### src/rtl/rws_pkg.sv
// Shared types and constants of the roulette wheel selector.
package rws_pkg;

  // Fixed widths of the payload fields.
  localparam int unsigned OP_W        = 1;
  localparam int unsigned INDEX_W     = 6;
  localparam int unsigned SCORE_IN_W  = 16;
  localparam int unsigned FRAC_W      = 16;
  localparam int unsigned TOTAL_OUT_W = 22;

  // Step counter of the shift-add multiply, one step per fraction bit.
  localparam int unsigned MUL_CNT_W   = $clog2(FRAC_W);

  // Item opcodes.
  localparam logic [OP_W-1:0] OP_WRITE  = 1'b0;
  localparam logic [OP_W-1:0] OP_SELECT = 1'b1;

  // Operations of the shared adder.
  typedef enum logic {
    ALU_ADD,
    ALU_SUB
  } alu_op_e;

endpackage

### src/rtl/rws_score_ram.sv
// Score table memory: one write port, one read port with registered data.
module rws_score_ram #(
  parameter int unsigned DEPTH  = 64,
  parameter int unsigned ADDR_W = 6,
  parameter int unsigned DATA_W = 16
) (
  input  logic              clk_i,
  input  logic              we_i,
  input  logic [ADDR_W-1:0] waddr_i,
  input  logic [DATA_W-1:0] wdata_i,
  input  logic [ADDR_W-1:0] raddr_i,
  output logic [DATA_W-1:0] rdata_o
);

  logic [DATA_W-1:0] mem [DEPTH];
  logic [DATA_W-1:0] rdata_q;

  always_ff @(posedge clk_i) begin
    if (we_i) begin
      mem[waddr_i] <= wdata_i;
    end
  end

  always_ff @(posedge clk_i) begin
    rdata_q <= mem[raddr_i];
  end

  assign rdata_o = rdata_q;

endmodule

### src/rtl/rws_alu.sv
// Shared adder/subtractor used by the total update, the multiply and the walk.
module rws_alu #(
  parameter int unsigned WIDTH = 22
) (
  input  logic [WIDTH-1:0]      a_i,
  input  logic [WIDTH-1:0]      b_i,
  input  rws_pkg::alu_op_e      op_i,
  output logic [WIDTH:0]        y_o
);

  always_comb begin
    case (op_i)
      rws_pkg::ALU_ADD: y_o = {1'b0, a_i} + {1'b0, b_i};
      rws_pkg::ALU_SUB: y_o = {1'b0, a_i} - {1'b0, b_i};
      default:          y_o = {1'b0, a_i};
    endcase
  end

endmodule

### src/rtl/roulette_wheel_selector_top.sv
// Top level of the roulette wheel selector: sequencer, datapath and output register.
//
//   channel | direction | handshake              | payload
//   --------+-----------+------------------------+-----------------------------------------
//   in      | input     | in_valid_i/in_ready_o  | op, entry_index, score_value, rand_fraction
//   out     | output    | out_valid_o/out_ready_i| selected_index, total_score, was_select
//
// A write beat runs from accept to result through old score read, subtract, add and result;
// a write to an index out of range goes straight to result. A select beat takes 16 multiply
// steps, 1 to ENTRIES walk steps and a result step; it shares the single adder and the
// memory read port. After reset a clearing pass zeroes the table with in_ready_o low.
// A finished result waits in its state until the output register is free; the output
// register holds a beat under stall while the next input beat is already taken.
module roulette_wheel_selector_top #(
  parameter int unsigned ENTRIES    = 64,
  parameter int unsigned SCORE_BITS = 16
) (
  input  logic                              clk_i,
  input  logic                              rst_ni,
  input  logic                              in_valid_i,
  output logic                              in_ready_o,
  input  logic [rws_pkg::OP_W-1:0]          op_i,
  input  logic [rws_pkg::INDEX_W-1:0]       entry_index_i,
  input  logic [rws_pkg::SCORE_IN_W-1:0]    score_value_i,
  input  logic [rws_pkg::FRAC_W-1:0]        rand_fraction_i,
  output logic                              out_valid_o,
  input  logic                              out_ready_i,
  output logic [rws_pkg::INDEX_W-1:0]       selected_index_o,
  output logic [rws_pkg::TOTAL_OUT_W-1:0]   total_score_o,
  output logic                              was_select_o
);

  localparam int unsigned IDX_W     = $clog2(ENTRIES);
  localparam int unsigned TOT_W     = SCORE_BITS + IDX_W;
  localparam int unsigned FRAC_W    = rws_pkg::FRAC_W;
  localparam int unsigned CNT_W     = rws_pkg::MUL_CNT_W;
  localparam int unsigned IDX_OUT_W = rws_pkg::INDEX_W;
  localparam int unsigned TOT_OUT_W = rws_pkg::TOTAL_OUT_W;
  localparam logic [IDX_W-1:0] LAST    = IDX_W'(ENTRIES - 1);
  localparam logic [CNT_W-1:0] CNT_END = CNT_W'(FRAC_W - 1);

  localparam logic [2:0] S_CLEAR  = 3'd0;
  localparam logic [2:0] S_IDLE   = 3'd1;
  localparam logic [2:0] S_WR_SUB = 3'd2;
  localparam logic [2:0] S_WR_ADD = 3'd3;
  localparam logic [2:0] S_MULT   = 3'd4;
  localparam logic [2:0] S_WALK   = 3'd5;
  localparam logic [2:0] S_RESULT = 3'd6;

  logic [2:0]            state_q, state_d;
  logic [IDX_W-1:0]      idx_q, idx_d;
  logic [TOT_W-1:0]      total_q, total_d;
  logic [CNT_W-1:0]      cnt_q, cnt_d;
  logic                  is_sel_q, is_sel_d;
  logic                  out_valid_q, out_valid_d;
  logic [TOT_W-1:0]      acc_q, acc_d;
  logic [TOT_W-1:0]      hi_q, hi_d;
  logic [FRAC_W-1:0]     lo_q, lo_d;
  logic [SCORE_BITS-1:0] val_q, val_d;
  logic                  out_load;

  logic [IDX_OUT_W-1:0]  out_sel_q;
  logic [TOT_OUT_W-1:0]  out_total_q;
  logic                  out_is_sel_q;

  logic                  ram_we;
  logic [IDX_W-1:0]      ram_waddr;
  logic [SCORE_BITS-1:0] ram_wdata;
  logic [IDX_W-1:0]      ram_raddr;
  logic [SCORE_BITS-1:0] ram_rdata;

  logic [TOT_W-1:0]      alu_a;
  logic [TOT_W-1:0]      alu_b;
  rws_pkg::alu_op_e      alu_op;
  logic [TOT_W:0]        alu_y;
  logic [TOT_W:0]        mul_y;
  logic                  in_range;

  assign in_range = 32'(entry_index_i) < 32'(ENTRIES);

  rws_score_ram #(
    .DEPTH  (ENTRIES),
    .ADDR_W (IDX_W),
    .DATA_W (SCORE_BITS)
  ) u_ram (
    .clk_i   (clk_i),
    .we_i    (ram_we),
    .waddr_i (ram_waddr),
    .wdata_i (ram_wdata),
    .raddr_i (ram_raddr),
    .rdata_o (ram_rdata)
  );

  rws_alu #(
    .WIDTH (TOT_W)
  ) u_alu (
    .a_i  (alu_a),
    .b_i  (alu_b),
    .op_i (alu_op),
    .y_o  (alu_y)
  );

  // A multiply step adds the total only when the current fraction bit is set.
  assign mul_y = lo_q[0] ? alu_y : {1'b0, hi_q};

  always_comb begin
    state_d     = state_q;
    idx_d       = idx_q;
    total_d     = total_q;
    cnt_d       = cnt_q;
    is_sel_d    = is_sel_q;
    acc_d       = acc_q;
    hi_d        = hi_q;
    lo_d        = lo_q;
    val_d       = val_q;
    out_valid_d = out_valid_q && !out_ready_i;
    out_load    = 1'b0;
    ram_we      = 1'b0;
    ram_waddr   = idx_q;
    ram_wdata   = val_q;
    ram_raddr   = idx_q;
    alu_a       = total_q;
    alu_b       = TOT_W'(ram_rdata);
    alu_op      = rws_pkg::ALU_ADD;
    in_ready_o  = 1'b0;
    case (state_q)
      S_CLEAR: begin
        ram_we    = 1'b1;
        ram_wdata = '0;
        total_d   = '0;
        if (idx_q == LAST) begin
          idx_d   = '0;
          state_d = S_IDLE;
        end else begin
          idx_d = idx_q + 1'b1;
        end
      end
      S_IDLE: begin
        in_ready_o = 1'b1;
        ram_raddr  = IDX_W'(entry_index_i);
        if (in_valid_i) begin
          is_sel_d = (op_i == rws_pkg::OP_SELECT);
          if (op_i == rws_pkg::OP_SELECT) begin
            lo_d    = rand_fraction_i;
            hi_d    = '0;
            acc_d   = '0;
            idx_d   = '0;
            cnt_d   = '0;
            state_d = S_MULT;
          end else if (in_range) begin
            idx_d   = IDX_W'(entry_index_i);
            val_d   = SCORE_BITS'(score_value_i);
            state_d = S_WR_SUB;
          end else begin
            state_d = S_RESULT;
          end
        end
      end
      S_WR_SUB: begin
        alu_op  = rws_pkg::ALU_SUB;
        total_d = alu_y[TOT_W-1:0];
        state_d = S_WR_ADD;
      end
      S_WR_ADD: begin
        alu_b   = TOT_W'(val_q);
        total_d = alu_y[TOT_W-1:0];
        ram_we  = 1'b1;
        state_d = S_RESULT;
      end
      S_MULT: begin
        // Entry 0 is fetched here so that the walk starts with its score in hand.
        ram_raddr = '0;
        alu_a     = hi_q;
        alu_b     = total_q;
        hi_d      = mul_y[TOT_W:1];
        lo_d      = {mul_y[0], lo_q[FRAC_W-1:1]};
        cnt_d     = cnt_q + 1'b1;
        if (cnt_q == CNT_END) begin
          state_d = S_WALK;
        end
      end
      S_WALK: begin
        // acc_q holds the sum of the entries before idx_q; hi_q holds the pick point.
        alu_a     = acc_q;
        ram_raddr = (idx_q == LAST) ? idx_q : idx_q + 1'b1;
        if ((alu_y >= {1'b0, hi_q}) || (idx_q == LAST)) begin
          state_d = S_RESULT;
        end else begin
          idx_d = idx_q + 1'b1;
          acc_d = alu_y[TOT_W-1:0];
        end
      end
      S_RESULT: begin
        if (!out_valid_q || out_ready_i) begin
          out_valid_d = 1'b1;
          out_load    = 1'b1;
          state_d     = S_IDLE;
        end
      end
      default: begin
        state_d = S_IDLE;
      end
    endcase
  end

  always_ff @(posedge clk_i or negedge rst_ni) begin
    if (!rst_ni) begin
      state_q     <= S_CLEAR;
      idx_q       <= '0;
      total_q     <= '0;
      cnt_q       <= '0;
      is_sel_q    <= 1'b0;
      out_valid_q <= 1'b0;
    end else begin
      state_q     <= state_d;
      idx_q       <= idx_d;
      total_q     <= total_d;
      cnt_q       <= cnt_d;
      is_sel_q    <= is_sel_d;
      out_valid_q <= out_valid_d;
    end
  end

  always_ff @(posedge clk_i) begin
    acc_q <= acc_d;
    hi_q  <= hi_d;
    lo_q  <= lo_d;
    val_q <= val_d;
    if (out_load) begin
      out_sel_q    <= is_sel_q ? IDX_OUT_W'(idx_q) : '0;
      out_total_q  <= TOT_OUT_W'(total_q);
      out_is_sel_q <= is_sel_q;
    end
  end

  assign out_valid_o      = out_valid_q;
  assign selected_index_o = out_sel_q;
  assign total_score_o    = out_total_q;
  assign was_select_o     = out_is_sel_q;

  // The table is written only by the clearing pass and the second step of a write.
  assert property (@(posedge clk_i) disable iff (!rst_ni)
    ram_we |-> ((state_q == S_CLEAR) || (state_q == S_WR_ADD)))
    else $error("score table written outside clear or write step");

  // A prefix of the table can never exceed the running total.
  assert property (@(posedge clk_i) disable iff (!rst_ni)
    (state_q == S_WALK) |-> (acc_q <= total_q))
    else $error("walk prefix sum exceeds total");

  // The pick point produced by the multiply lies within the total.
  assert property (@(posedge clk_i) disable iff (!rst_ni)
    ((state_q == S_WALK) && $past(state_q == S_MULT)) |-> (hi_q <= total_q))
    else $error("pick point exceeds total");

  // A result is only loaded while the output register is free or draining.
  assert property (@(posedge clk_i) disable iff (!rst_ni)
    out_load |-> (!out_valid_q || out_ready_i))
    else $error("result loaded over a pending output beat");

endmodule
### config.mk
export PLATFORM = sky130hd
export DESIGN_NAME = roulette_wheel_selector_top
export DESIGN_NICKNAME = d
export VERILOG_FILES = /design/src/rtl/rws_pkg.sv /design/src/rtl/rws_score_ram.sv /design/src/rtl/rws_alu.sv /design/src/rtl/roulette_wheel_selector_top.sv
export SDC_FILE = /design/constraint.sdc
export NUM_CORES = 2
export LEC_CHECK = 0
export BUFFER_PORTS_ARGS = -buffer_cell sky130_fd_sc_hd__buf_2
export CELL_PAD_IN_SITES_DETAIL_PLACEMENT = 0
export CELL_PAD_IN_SITES_GLOBAL_PLACEMENT = 1
export CORE_ASPECT_RATIO = 1.1
export CORE_MARGIN = 2
export CORE_UTILIZATION = 52
export DETAILED_ROUTE_END_ITERATION = 6
export GPL_TIMING_DRIVEN = 1
export MAX_ROUTING_LAYER = met4
export PLACE_DENSITY = 0.79
export SETUP_SLACK_MARGIN = 0.5
export SYNTH_ARGS = -nofsm -noshare
export SYNTH_HDL_FRONTEND = slang
export SYNTH_SLANG_ARGS = --single-unit
### constraint.sdc
create_clock -name clk_i -period 7.94 [get_ports clk_i]
set_clock_uncertainty 0.05 [all_clocks]
set_input_delay 0.397 -clock clk_i [delete_from_list [all_inputs] [get_ports clk_i]]
set_output_delay 0.397 -clock clk_i [all_outputs]
set_load 0.02 [all_outputs]
==> results.tsv <==
stage	metric	value	unit
status	status	complete, no violations	
logic_synthesis	syn_avg_cell_area	12.3	um2
logic_synthesis	synth_seq_cells	1182	
global_route	grt_pass1_wl	202	mm
logic_synthesis	yosys-top-cells-count	edfxtp_1, nand2_1, nand3_1	
critical_path	critPathLaunch	state_q[1]	
global_route	antenna_found_initial	1	
drt	wire_per_inst	24.6	um
global_route	grt_overflow	0	
critical_path	critPathKind	reg -> reg	
sta	setup_tns	0	ps
logic_synthesis	synth_cells	4065	
placement	port_buffers	73	
logic_synthesis	synth_top_area_share	67.8	%
clock_tree	cts_num_sinks	1182	
sta	fin_crit_sh	87.4	%
drt	drtPass1Iterations	6	
drt	drt-total-wl	136	mm
sta	setup_viol	0	
sta	fmax	144	MHz
critical_path	arrival	7250	ps
sta	worstMarginPinSlew	1120	ps
finish	areaGrowthSynthToFinish	12.4	%
die	die_h	329	um
global_route	grt_pass1_vias	30989	
die	die_w	300	um
critical_path	r2r_cells	27	
clock_tree	htree_num_levels	3	
critical_path	r2r_start	state_q[1]	
logic_synthesis	synthTopCellsByArea	edfxtp_1, nand2_1, nand3_1	
critical_path	cp.required	8260	ps
finish	multiInputGateArea	13800	um2
finish	fill_cells	7616	
sta	post-route-min-period	6940	ps
placement	dp_hpwl	80.6	mm
die	initial_core_util	52.3	%
logic_synthesis	synth_ff_type	edfxtp_1	
global_route	grt_max_degree	141	
clock_tree	insertion_delay	720	ps
die	rows	119	
placement	place_congestion	0.922	
drt	drc	0	
sta	relSlewSlack	25.4	%
drt	ant_nets	0	
critical_path	r2r_end	acc_q[18]	
min_path	hold_class	in -> reg	
logic_synthesis	ys_types	82	
drt	dr.first_iter.drc_count	3624	
die	ios	74	
logic_synthesis	yosysSeqAreaShare	70.3	%
finish	drive_gt1_share	9.81	%
critical_path	crit_path_end	acc_q[18]	
sta	hold_viol	0	
logic_synthesis	synth_nets	4157	
logic_synthesis	yosys.area.top_type	edfxtp_1	
run	drv_cap	0	
clock_tree	cts_tree	done	
sta	slew_viol_final	0	
finish	ff_latch_area	35200	um2
sta	rsz0062_at_grt	false	
clock_tree	cts_max_path_buffers	3	
finish	final_nets	4257	
drt	viasPerCell	5.99	
drt	num_vias	33139	
logic_synthesis	synth-edff-count	1129	
die	core	95600	um2
critical_path	rrSetupSlack	1000	ps
critical_path	startpoint_type	register	
global_route	grt.total_usage	28.3	%
logic_synthesis	yosysWarnings	0	
critical_path	end_kind	register	
critical_path	path_max_fanout	42	
logic_synthesis	synth_area	50000	um2
clock_tree	cts-root-buf	clkbuf_16	
clock_tree	cts.clk_slew.worst_paths	60	ps
clock_tree	cts_inserted_buffers	114	
die	die_area	98600	um2
finish	final_core_util	58.8	%
logic_synthesis	synthArstFlopShare	3.13	%
logic_synthesis	synth.most_common_cell	edfxtp_1	
logic make-up after synthesis:
family,synth area share [%]
adder cells (fa/ha/maj),1.24
AO/OA/AOI/OAI,6.58
XOR/XNOR,0.561
flip-flops,70.3
multiplexers,1.22
buffers and inverters,2.52
AND/OR/NAND/NOR,17.6
placed cells by master (no fill, tap or decap), drive strengths merged, types with 16 or more instances in the layout:
cell         synthesis  layout
ha                  48      48
inv                 39      41
clkbuf             139     163
dfxtp               16      16
dlygate4sd3          0      33
and3                75      75
and4                19      19
nand4               38      38
and2                28      28
clkinv               0      41
a21oi               46      46
o2111ai             17      17
buf                121     211
o21ai               76      76
edfxtp            1129    1129
a22o                18      18
xnor2               18      18
nand3              458     458
a31oi               73      73
nor2b               30      30
nor3b               17      17
o221ai              16      16
a311oi              80      80
nor2               158     158
nand2             1126    1126
dfrtp               37      37
o211ai              24      24
mux2i               56      56
a32oi               33      33
worst max-delay path: stages, from the launching register on:
cell,delay [ps]
dfrtp_1,520
buf_6,310
a21oi_2,80
buf_4,210
o221ai_1,440
nand4_1,300
nor3_4,360
nand2_1,110
xnor2_1,130
nand2_1,80
ha_1,440
and4_1,300
and3_1,170
o211ai_1,130
a41oi_1,280
o21ai_0,110
nand2b_1,90
xor2_1,310
ha_1,310
a21o_1,160
a211oi_1,300
o2111a_1,220
a21oi_1,150
a21oi_1,200
mux2_4,250
nand2_1,90
a21oi_2,150
buf_6,280
worst min path at each step:
| stage | cells after the start | startpoint | to |
|---|---|---|---|
| 2_1_floorplan | 0 | rst_ni | cnt_q[0] |
| 3_3_place_gp | 2 | lo_q[12] | lo_q[11] |
| 3_5_place_dp | 2 | lo_q[13] | lo_q[12] |
| 4_1_cts | 3 | entry_index_i[5] | idx_q[5] |
| 5_1_grt | 3 | entry_index_i[3] | idx_q[3] |
| 6_report | 3 | entry_index_i[3] | idx_q[3] |
registers in the layout (all words and copies together) (netlist names), 3 cells and up:
| signal | flops |
|---|---|
| val_q | 16 |
| selected_index_o | 6 |
| idx_q | 6 |
| total_q | 22 |
| state_q | 3 |
| u_ram.mem | 1024 |
| total_score_o | 22 |
| acc_q | 22 |
| lo_q | 16 |
| u_ram.rdata_o | 16 |
| cnt_q | 4 |
| hi_q | 22 |
area by class of cell:
type | instances | area share (%)
Clock buffer | 163 | 5.58
Clock inverter | 50 | 0.795
Sequential cell | 1182 | 62.6
Inverter | 39 | 0.261
Multi-Input combinational cell | 2584 | 24.6
Antenna cell | 1 | 0.00445
Tap cell | 1270 | 2.83
Timing Repair Buffer | 244 | 3.35
through the flow:
stage / std cells / setup WS, ps / area (um2) / hold slack, ps
2_1_floorplan: 4065 / 1160 / 50000 / 51.4
3_3_place_gp: 5285 / 835 / 52200 / 447
3_5_place_dp: 5285 / 746 / 52200 / 452
4_1_cts: 5531 / 731 / 56100 / 2.13
5_1_grt: 5533 / 541 / 56200 / 29.0
6_report: 5533 / 1000 / 56200 / 16.0
per-layer routing:
| metal | track usage, % | vias up | part of all wire [%] |
|---|---|---|---|
| met5 | - | - | 0 |
| met4 | 10.8 | 0 | 3.9 |
| met3 | 3.69 | 211 | 8.2 |
| met2 | 43.7 | 1430 | 47 |
| met1 | 38.5 | 16370 | 41 |
| li1 | - | 15128 | - |
repair_timing:
item / CTS / global route
hold buffers: 33 / 0
buffers inserted: 0 / 1
endpoints found under the hold margin: 69 / 0
gates resized for setup: 0 / 7
endpoints found under the setup margin: 0 / 22
Power is not shown: default switching activity piles up to over one toggle a cycle in this logic, so the estimate is an artifact.
